[config.mk]
export PLATFORM = sky130hd
export DESIGN_NAME = shelf_atlas_packer
export DESIGN_NICKNAME = d
export VERILOG_FILES = /design/src/sv/sap_pkg.sv /design/src/sv/shelf_atlas_packer.sv /design/src/sv/sap_queue.sv /design/src/sv/sap_front.sv /design/src/sv/sap_back.sv
export SDC_FILE = /design/constraint.sdc
export NUM_CORES = 2
export LEC_CHECK = 0
export ABC_CLOCK_PERIOD_IN_PS = 26300
export BUFFER_PORTS_ARGS = -buffer_cell sky130_fd_sc_hd__buf_2
export CAP_MARGIN = 20
export CORE_ASPECT_RATIO = 2
export CORE_MARGIN = 2
export CORE_UTILIZATION = 44
export CTS_BUF_LIST = sky130_fd_sc_hd__clkbuf_16
export CTS_CLUSTER_DIAMETER = 80
export DETAILED_ROUTE_END_ITERATION = 10
export GPL_ROUTABILITY_DRIVEN = 0
export PLACE_DENSITY = 0.71
export REMOVE_ABC_BUFFERS = 1
export SYNTH_ARGS = -nofsm -noshare
export SYNTH_HDL_FRONTEND = slang
export SYNTH_SLANG_ARGS = --single-unit
[constraint.sdc]
create_clock -name clock -period 26.3 [get_ports clock]
set_input_delay 2.63 -clock clock [delete_from_list [all_inputs] [get_ports clock]]
set_output_delay 2.63 -clock clock [all_outputs]
set_load 0.01 [all_outputs]
[src/sv/sap_pkg.sv]
`timescale 1ns / 1ps
package sap_pkg;

   localparam int MAX_ATLASES = 8;
   localparam int IDX_W       = (MAX_ATLASES > 1) ? $clog2(MAX_ATLASES) : 1;
   localparam int COUNT_W     = $clog2(MAX_ATLASES + 1);

   localparam logic [12:0] RST_ATLAS_WIDTH  = 13'd512;
   localparam logic [12:0] RST_ATLAS_HEIGHT = 13'd512;
   localparam logic [2:0]  RST_PAD_PIXELS   = 3'd1;
   localparam logic [11:0] SIZE_MAX12       = 12'hFFF;

   localparam logic [1:0] CSR_ATLAS_WIDTH  = 2'd0;
   localparam logic [1:0] CSR_ATLAS_HEIGHT = 2'd1;
   localparam logic [1:0] CSR_PAD_PIXELS   = 2'd2;

   typedef struct packed {
      logic [12:0] width;
      logic [12:0] height;
      logic [2:0]  pad;
   } cfg_type;

   // sized glyph handed from the front to the back
   typedef struct packed {
      logic        zero;
      logic [11:0] sw;
      logic [11:0] sh;
      logic [12:0] wp;
      logic [12:0] hp;
   } q_item_type;

   typedef struct packed {
      logic        full;
      logic        opened;
      logic [11:0] sh;
      logic [11:0] sw;
      logic [11:0] pos_y;
      logic [11:0] pos_x;
      logic [2:0]  atlas_index;
      logic        placed;
   } rsp_item_type;

   function automatic logic [11:0] sat12(input logic [12:0] v);
      logic [11:0] r;
      r = (v > 13'(SIZE_MAX12)) ? SIZE_MAX12 : v[11:0];
      return r;
   endfunction

endpackage

[src/sv/shelf_atlas_packer.sv]
`timescale 1ns / 1ps
// Path: front product register, two-item queue, back end scan state, result register.
// The back end tests one atlas per cycle while scanning, holding while the result register
// is stalled; the two-item queue decouples front and back, so requests are taken during a scan.
// Reset: synchronous, active high; registers return to 512 x 512 atlases with
// one pixel of padding, atlas 0 open and every cursor and row at zero.
module shelf_atlas_packer
   import sap_pkg::*;
(
   input  logic        clock,
   input  logic        reset,
   input  logic        req_tvalid,
   output logic        req_tready,
   input  logic [39:0] req_tdata,   // glyph_width, glyph_height, scale_q10
   output logic        rsp_tvalid,
   input  logic        rsp_tready,
   output logic [55:0] rsp_tdata,   // placed, atlas_index, pos_x, pos_y, scaled_width,
                                    // scaled_height, opened_atlas, atlases_full
   input  logic        csr_wen,
   input  logic [1:0]  csr_addr,
   input  logic [12:0] csr_wdata
);

   cfg_type      cfg_ff;
   logic         q_push;
   q_item_type   q_push_item;
   logic         q_full;
   logic         q_pop;
   logic         q_valid;
   q_item_type   q_head;
   rsp_item_type rsp_item;

   always_ff @(posedge clock) begin
      if (reset) begin
         cfg_ff.width  <= RST_ATLAS_WIDTH;
         cfg_ff.height <= RST_ATLAS_HEIGHT;
         cfg_ff.pad    <= RST_PAD_PIXELS;
      end else if (csr_wen) begin
         unique case (csr_addr)
            CSR_ATLAS_WIDTH:  cfg_ff.width  <= csr_wdata;
            CSR_ATLAS_HEIGHT: cfg_ff.height <= csr_wdata;
            CSR_PAD_PIXELS:   cfg_ff.pad    <= csr_wdata[2:0];
            default: ;
         endcase
      end
   end

   sap_front u_front (
      .clock        (clock),
      .reset        (reset),
      .in_valid     (req_tvalid),
      .in_ready     (req_tready),
      .glyph_width  (req_tdata[10:0]),
      .glyph_height (req_tdata[21:11]),
      .scale_q10    (req_tdata[37:22]),
      .cfg          (cfg_ff),
      .push         (q_push),
      .push_item    (q_push_item),
      .q_full       (q_full)
   );

   sap_queue u_queue (
      .clock     (clock),
      .reset     (reset),
      .push      (q_push),
      .push_item (q_push_item),
      .full      (q_full),
      .pop       (q_pop),
      .valid     (q_valid),
      .head      (q_head)
   );

   sap_back u_back (
      .clock     (clock),
      .reset     (reset),
      .cfg       (cfg_ff),
      .q_valid   (q_valid),
      .q_head    (q_head),
      .pop       (q_pop),
      .out_valid (rsp_tvalid),
      .out_ready (rsp_tready),
      .out_item  (rsp_item)
   );

   assign rsp_tdata = {2'b00, rsp_item};

endmodule

[src/sv/sap_queue.sv]
`timescale 1ns / 1ps
module sap_queue
   import sap_pkg::*;
(
   input  logic       clock,
   input  logic       reset,
   input  logic       push,
   input  q_item_type push_item,
   output logic       full,
   input  logic       pop,
   output logic       valid,
   output q_item_type head
);

   q_item_type  mem_ff [2];
   logic        wr_ptr_ff, wr_ptr_in;
   logic        rd_ptr_ff, rd_ptr_in;
   logic [1:0]  count_ff, count_in;
   logic        do_push, do_pop;

   assign full    = (count_ff == 2'd2);
   assign valid   = (count_ff != 2'd0);
   assign head    = mem_ff[rd_ptr_ff];
   assign do_push = push && !full;
   assign do_pop  = pop && valid;

   always_comb begin
      wr_ptr_in = do_push ? ~wr_ptr_ff : wr_ptr_ff;
      rd_ptr_in = do_pop ? ~rd_ptr_ff : rd_ptr_ff;
      count_in  = count_ff + {1'b0, do_push} - {1'b0, do_pop};
   end

   always_ff @(posedge clock) begin
      if (reset) begin
         wr_ptr_ff <= 1'b0;
         rd_ptr_ff <= 1'b0;
         count_ff  <= 2'd0;
      end else begin
         wr_ptr_ff <= wr_ptr_in;
         rd_ptr_ff <= rd_ptr_in;
         count_ff  <= count_in;
      end
   end

   always_ff @(posedge clock) begin
      if (do_push) begin
         mem_ff[wr_ptr_ff] <= push_item;
      end
   end

endmodule

[src/sv/sap_front.sv]
`timescale 1ns / 1ps
module sap_front
   import sap_pkg::*;
(
   input  logic        clock,
   input  logic        reset,
   input  logic        in_valid,
   output logic        in_ready,
   input  logic [10:0] glyph_width,
   input  logic [10:0] glyph_height,
   input  logic [15:0] scale_q10,
   input  cfg_type     cfg,
   output logic        push,
   output q_item_type  push_item,
   input  logic        q_full
);

   logic        s1_valid_ff, s1_valid_in;
   logic [26:0] prod_w_ff;
   logic [26:0] prod_h_ff;
   logic        zero_ff;
   logic [27:0] ceil_w;
   logic [27:0] ceil_h;
   logic [16:0] sw_full;
   logic [16:0] sh_full;
   logic [11:0] sw;
   logic [11:0] sh;
   logic [12:0] pad2;

   assign push     = s1_valid_ff && !q_full;
   assign in_ready = !s1_valid_ff || push;

   always_comb begin
      ceil_w  = {1'b0, prod_w_ff} + 28'd1023;
      ceil_h  = {1'b0, prod_h_ff} + 28'd1023;
      sw_full = ceil_w[26:10];
      sh_full = ceil_h[26:10];
      sw      = (sw_full > 17'(SIZE_MAX12)) ? SIZE_MAX12 : sw_full[11:0];
      sh      = (sh_full > 17'(SIZE_MAX12)) ? SIZE_MAX12 : sh_full[11:0];
      pad2    = {9'd0, cfg.pad, 1'b0};
      push_item.zero = zero_ff;
      push_item.sw   = sw;
      push_item.sh   = sh;
      push_item.wp   = {1'b0, sw} + pad2;
      push_item.hp   = {1'b0, sh} + pad2;
      s1_valid_in    = in_ready ? in_valid : s1_valid_ff;
   end

   always_ff @(posedge clock) begin
      if (reset) begin
         s1_valid_ff <= 1'b0;
      end else begin
         s1_valid_ff <= s1_valid_in;
      end
   end

   always_ff @(posedge clock) begin
      if (in_valid && in_ready) begin
         prod_w_ff <= glyph_width * scale_q10;
         prod_h_ff <= glyph_height * scale_q10;
         zero_ff   <= (glyph_width == 11'd0) || (glyph_height == 11'd0);
      end
   end

endmodule

[src/sv/sap_back.sv]
`timescale 1ns / 1ps
module sap_back
   import sap_pkg::*;
(
   input  logic         clock,
   input  logic         reset,
   input  cfg_type      cfg,
   input  logic         q_valid,
   input  q_item_type   q_head,
   output logic         pop,
   output logic         out_valid,
   input  logic         out_ready,
   output rsp_item_type out_item
);

   typedef enum logic [0:0] {
      ST_IDLE,
      ST_SCAN
   } state_type;

   state_type            state_ff;
   q_item_type           work_ff;
   logic [IDX_W-1:0]     scan_ff;
   logic [COUNT_W-1:0]   count_ff;
   logic [12:0]          cursor_ff [MAX_ATLASES];
   logic [12:0]          top_ff    [MAX_ATLASES];
   logic [12:0]          bottom_ff [MAX_ATLASES];
   logic                 out_valid_ff, out_valid_in;
   rsp_item_type         out_ff, out_in;

   logic [12:0]          cur_x;
   logic [12:0]          cur_top;
   logic [12:0]          cur_bot;
   logic [13:0]          x_end;
   logic                 wrap;
   logic [13:0]          y0;
   logic [14:0]          y_end;
   logic                 fits;
   logic [12:0]          new_x;
   logic [12:0]          new_y;
   logic [13:0]          bot;
   logic                 out_free;
   logic                 last;
   logic                 finish;
   logic                 can_open;
   logic [IDX_W-1:0]     open_idx;
   logic [IDX_W+2:0]     scan_wide;
   logic [IDX_W+2:0]     open_wide;

   assign out_valid = out_valid_ff;
   assign out_item  = out_ff;
   assign out_free  = !out_valid_ff || out_ready;
   assign pop       = (state_ff == ST_IDLE) && q_valid;

   always_comb begin
      cur_x     = cursor_ff[scan_ff];
      cur_top   = top_ff[scan_ff];
      cur_bot   = bottom_ff[scan_ff];
      x_end     = {1'b0, cur_x} + {1'b0, work_ff.wp};
      wrap      = x_end >= {1'b0, cfg.width};
      y0        = wrap ? ({1'b0, cur_bot} + {11'd0, cfg.pad}) : {1'b0, cur_top};
      y_end     = {1'b0, y0} + {2'b0, work_ff.hp};
      fits      = y_end < {2'b0, cfg.height};
      new_x     = wrap ? {10'd0, cfg.pad} : cur_x;
      new_y     = y0[12:0];
      bot       = {1'b0, new_y} + {1'b0, work_ff.hp};
      last      = (COUNT_W'(scan_ff) + COUNT_W'(1)) == count_ff;
      can_open  = count_ff < COUNT_W'(MAX_ATLASES);
      open_idx  = count_ff[IDX_W-1:0];
      scan_wide = {3'd0, scan_ff};
      open_wide = {3'd0, open_idx};
      finish    = (state_ff == ST_SCAN) && (work_ff.zero || fits || last) && out_free;
      out_valid_in = finish || (out_valid_ff && !out_ready);
      out_in    = '0;
      out_in.sw = work_ff.sw;
      out_in.sh = work_ff.sh;
      priority if (work_ff.zero) begin
      end else if (fits) begin
         out_in.placed      = 1'b1;
         out_in.atlas_index = scan_wide[2:0];
         out_in.pos_x       = sat12(new_x);
         out_in.pos_y       = sat12(new_y);
      end else if (can_open) begin
         out_in.placed      = 1'b1;
         out_in.atlas_index = open_wide[2:0];
         out_in.opened      = 1'b1;
      end else begin
         out_in.full = 1'b1;
      end
   end

   always_ff @(posedge clock) begin
      if (reset) begin
         state_ff     <= ST_IDLE;
         out_valid_ff <= 1'b0;
         count_ff     <= COUNT_W'(1);
         scan_ff      <= '0;
         for (int i = 0; i < MAX_ATLASES; i++) begin
            cursor_ff[i] <= '0;
            top_ff[i]    <= '0;
            bottom_ff[i] <= '0;
         end
      end else begin
         out_valid_ff <= out_valid_in;
         unique case (state_ff)
            ST_IDLE: begin
               if (q_valid) begin
                  work_ff  <= q_head;
                  scan_ff  <= '0;
                  state_ff <= ST_SCAN;
               end
            end
            ST_SCAN: begin
               if (work_ff.zero || fits || last) begin
                  if (out_free) begin
                     state_ff <= ST_IDLE;
                     out_ff   <= out_in;
                     if (!work_ff.zero) begin
                        if (fits) begin
                           cursor_ff[scan_ff] <= new_x + work_ff.wp;
                           top_ff[scan_ff]    <= new_y;
                           if (bot > {1'b0, cur_bot}) begin
                              bottom_ff[scan_ff] <= bot[12:0];
                           end
                        end else if (can_open) begin
                           cursor_ff[open_idx] <= work_ff.wp;
                           top_ff[open_idx]    <= '0;
                           bottom_ff[open_idx] <= work_ff.hp;
                           count_ff            <= count_ff + COUNT_W'(1);
                        end
                     end
                  end
               end else begin
                  scan_ff <= scan_ff + IDX_W'(1);
               end
            end
            default: state_ff <= ST_IDLE;
         endcase
      end
   end

endmodule

==> impl_metrics.json <==
{
  "layoutNonFillerInstCount": 4675,
  "drc_violations_left": 0,
  "wl_um": 98700,
  "timing.hold.ws_ns": 0.417,
  "maxSlewViolCount": 0,
  "min_path_type": "reg2reg",
  "clock_sinks": 614,
  "detail-route-antenna-nets": 0,
  "cellLeakagePower_nw": 17.1,
  "area.growth.synth_to_final_pct": 8.46,
  "layout.filler_cells": 7994,
  "r2r_end": "u_back.top_ff[1][3]",
  "die-area_um2": 92600,
  "worstHoldPathCells": 0,
  "cts.clk_slew.worst_paths_ns": 0.07,
  "power_switching_mw": 2.19,
  "maxCapViolCount": 0,
  "grt_start_max_net_pins": 56,
  "post_synth_edffs": 568,
  "cp.arrival_ns": 11.89,
  "irDropWorstVdd_mv": 0.113,
  "critPathLaunchType": "flop",
  "clock_power_share": 0.151,
  "syn-cell-area_um2": 39600,
  "synth_adder_area_share": 0.199,
  "initial_antenna_violation_count": 1,
  "endpoint_kind": "flop",
  "place.detailed.hpwl_um": 73800,
  "detailed_router_iteration_count_before_antenna_repair": 5,
  "post_drt_wl_per_cell_um": 21.1,
  "synth-compound-area-share": 0.0633,
  "synth_simple_gate_area_share": 0.132,
  "drive_above_1_share": 0.120,
  "dieWidth_um": 216,
  "post_cts_hold_buffer_count": 0,
  "dr.first_iter.drc_count": 1671,
  "clock_tree.root_cell": "sky130_fd_sc_hd__clkbuf_16",
  "cts_max_level": 2,
  "crit_path_max_incr_delay_ns": 0.68,
  "postSynthAreaPerCell_um2": 11.7,
  "worstHoldStart": "u_back.out_in[41]",
  "critPathKind": "reg2reg",
  "grt-ovfl-total": 0,
  "highest_delay_cell_along_the_critical_path": "sky130_fd_sc_hd__o21ai_0",
  "setup_total_negative_slack_ns": 0,
  "finish.net_count": 3989,
  "worst-endpoint-required_ns": 26.61,
  "placed_cells_incl_taps": 4575,
  "yosys_register_bits": 614,
  "core.rowCount": 155,
  "clkLatencyLatePin_ns": 0.62,
  "io_buffers": 113,
  "grt_setup_unrepaired": "false",
  "max_clock_freq_mhz": 86.4,
  "async_reset_ff_frac": 0,
  "first_global_vias": 27503,
  "intPower_mw": 2.69,
  "initial_utilization": 0.444,
  "status": "completed",
  "yosys_most_used_dff": "sky130_fd_sc_hd__edfxtp_1",
  "num_vias": 26007,
  "tritoncts": "built",
  "worst_slew_margin_rel": 0.315,
  "power_density_cells_nw_per_um2": 114,
  "route.detailed.vias_per_inst": 5.56,
  "power_frac_comb": 0.564,
  "reg2reg_setup_slack_ns": 14.72,
  "yosys_warnings": 0,
  "postCtsSetupBuffers": 0,
  "total_power_mw": 4.88,
  "synth.mux.area_fraction": 0.0773,
  "clock_path_buffers": 3,
  "r2r.worst_path.cells": 40,
  "core_area_um2": 89200,
  "hold_viol_final": 0,
  "worst_slew_pin_slew_ns": 1.03,
  "netlist_instances": 3388,
  "timing.critical_path.fanout_max": 35,
  "period_minus_slack_ns": 11.58,
  "die_y_extent_um": 428,
  "hold_end": "u_back.out_item[41]",
  "p_seq_frac": 0.284,
  "synth_top_family_by_area": "adder cells",
  "netSwitchingFraction": 0.449,
  "setup_viol": 0,
  "fin_worst_skew_ns": 0.0500,
  "ys_seq_area_frac": 0.454,
  "numCtsBuffers": 52,
  "ioPinCount": 118,
  "fraction_of_synthesized_cell_area_in_xor_and_xnor_cells": 0.0245,
  "cts.repair.resized": 0,
  "netlist-cell-type-count": 85,
  "fraction_of_the_cycle_the_final_worst_path_needs": 0.440,
  "grtUsageTotal": 0.216,
  "grt_pass1_wl_um": 154000
}
[stage by stage]
stage	setup WS [ns]	utilization	area, um2
after floorplan	10.60	-	38900
after global placement	14.92	0.464	41400
after detailed placement	14.80	0.464	41400
after CTS	14.78	0.482	43000
after global routing	13.91	0.482	43000
final	14.72	0.482	43000
[how the worst max path moves through the flow]
stage / endpoint / depth (start not counted) / startpoint
CTS: u_back.bottom_ff[4][11] / 39 / flop
global placement: u_back.top_ff[3][7] / 40 / flop
finish: u_back.top_ff[1][3] / 40 / flop
global route: u_back.bottom_ff[3][9] / 39 / flop
detailed placement: u_back.bottom_ff[4][11] / 39 / flop
floorplan: u_back.out_item[0] / 35 / flop
[power groups by stage]
stage / Sequential, mW / Clock [mW] / Combinational (mW)
after global placement: 1.40 / 0 / 2.70
after floorplan: 1.40 / 0 / 1.90
final: 1.39 / 0.740 / 2.76
after global routing: 1.40 / 0.781 / 3.06
after CTS: 1.39 / 0.753 / 2.77
after detailed placement: 1.41 / 0 / 2.76
[flip-flops by register name, indices dropped and copies added (netlist names), named ones only]
name and flops:
u_back.scan_ff 3, u_front.prod_h_ff 27, u_front.s1_valid_ff 1, u_queue.wr_ptr_ff 1
u_back.out_item 54, u_back.out_valid 1, u_front.zero_ff 1, u_queue.rd_ptr_ff 1
u_queue.mem_ff 98, u_queue.count_ff 2, u_back.work_ff 25, u_back.cursor_ff 104
u_back.bottom_ff 104, u_back.state_ff 1, u_back.count_ff 4, u_back.top_ff 104
u_back.out_in 24, u_front.prod_w_ff 27, cfg_ff 29
[synthesized netlist by cell type, drive strengths merged, types with 72 or more instances]
master / instances / area, um2
edfxtp: 568 / 17100
nor2: 425 / 1600
nand2: 336 / 1340
inv: 335 / 1260
fa: 256 / 5120
ha: 221 / 2770
and2: 172 / 1080
a21oi: 129 / 672
clkbuf: 100 / 375
mux4: 78 / 1790
xnor2: 72 / 631
[cells by family after synthesis]
group | count (synthesis)
fa+ha+maj | 478
simple gates | 1129
buf+inv | 487
flops | 614
other cells | 1
compound gates | 370
mux | 198
xor+xnor | 111
[critical path, delay by kind of cell, from the launching register on]
kind,cells,cell delay (ns)
AO/OA/AOI/OAI,18,4.42
adder cells (fa/ha/maj),4,1.37
XOR/XNOR,2,0.46
multiplexers,2,0.88
AND/OR/NAND/NOR,9,1.59
buffers and inverters,5,2.00
flip-flops,1,0.42
[cell type report]
cell class	count	area [um2]	share of cell area
repair buffers	161	926	0.0215
well taps	1177	1470	0.0343
multi-input cells	2288	19700	0.459
diodes	2	5.00	0.000116
flip-flops and latches	614	18000	0.418
clock inverters	45	287	0.00666
clock buffers	53	1330	0.0308
inverters	335	1260	0.0292
[per-layer routing]
| metal | routed length, um | GRT usage | vias to the layer above | part of all wire |
|---|---|---|---|---|
| li1 | - | - | 11764 | - |
| met1 | 33200 | 0.221 | 13077 | 0.34 |
| met2 | 54300 | 0.416 | 874 | 0.55 |
| met3 | 4630 | 0.0216 | 292 | 0.047 |
| met4 | 6540 | 0.129 | 0 | 0.066 |
| met5 | 0 | 0 | - | 0 |
[placed cells by master, fill, tap and decap left out, types with 42 or more instances in the layout]
| master | count |
|---|---|
| sky130_fd_sc_hd__edfxtp_1 | 568 |
| sky130_fd_sc_hd__nor2_1 | 422 |
| sky130_fd_sc_hd__inv_1 | 345 |
| sky130_fd_sc_hd__nand2_1 | 326 |
| sky130_fd_sc_hd__fa_1 | 256 |
| sky130_fd_sc_hd__ha_1 | 221 |
| sky130_fd_sc_hd__and2_1 | 170 |
| sky130_fd_sc_hd__a21oi_1 | 125 |
| sky130_fd_sc_hd__buf_2 | 113 |
| sky130_fd_sc_hd__xnor2_1 | 72 |
| sky130_fd_sc_hd__mux4_2 | 69 |
| sky130_fd_sc_hd__mux2i_1 | 62 |
| sky130_fd_sc_hd__o21ai_0 | 59 |
| sky130_fd_sc_hd__mux2_2 | 58 |
| sky130_fd_sc_hd__clkbuf_16 | 53 |
| sky130_fd_sc_hd__buf_4 | 48 |
| sky130_fd_sc_hd__dfxtp_1 | 42 |
Power figures use the tool's default switching activity.
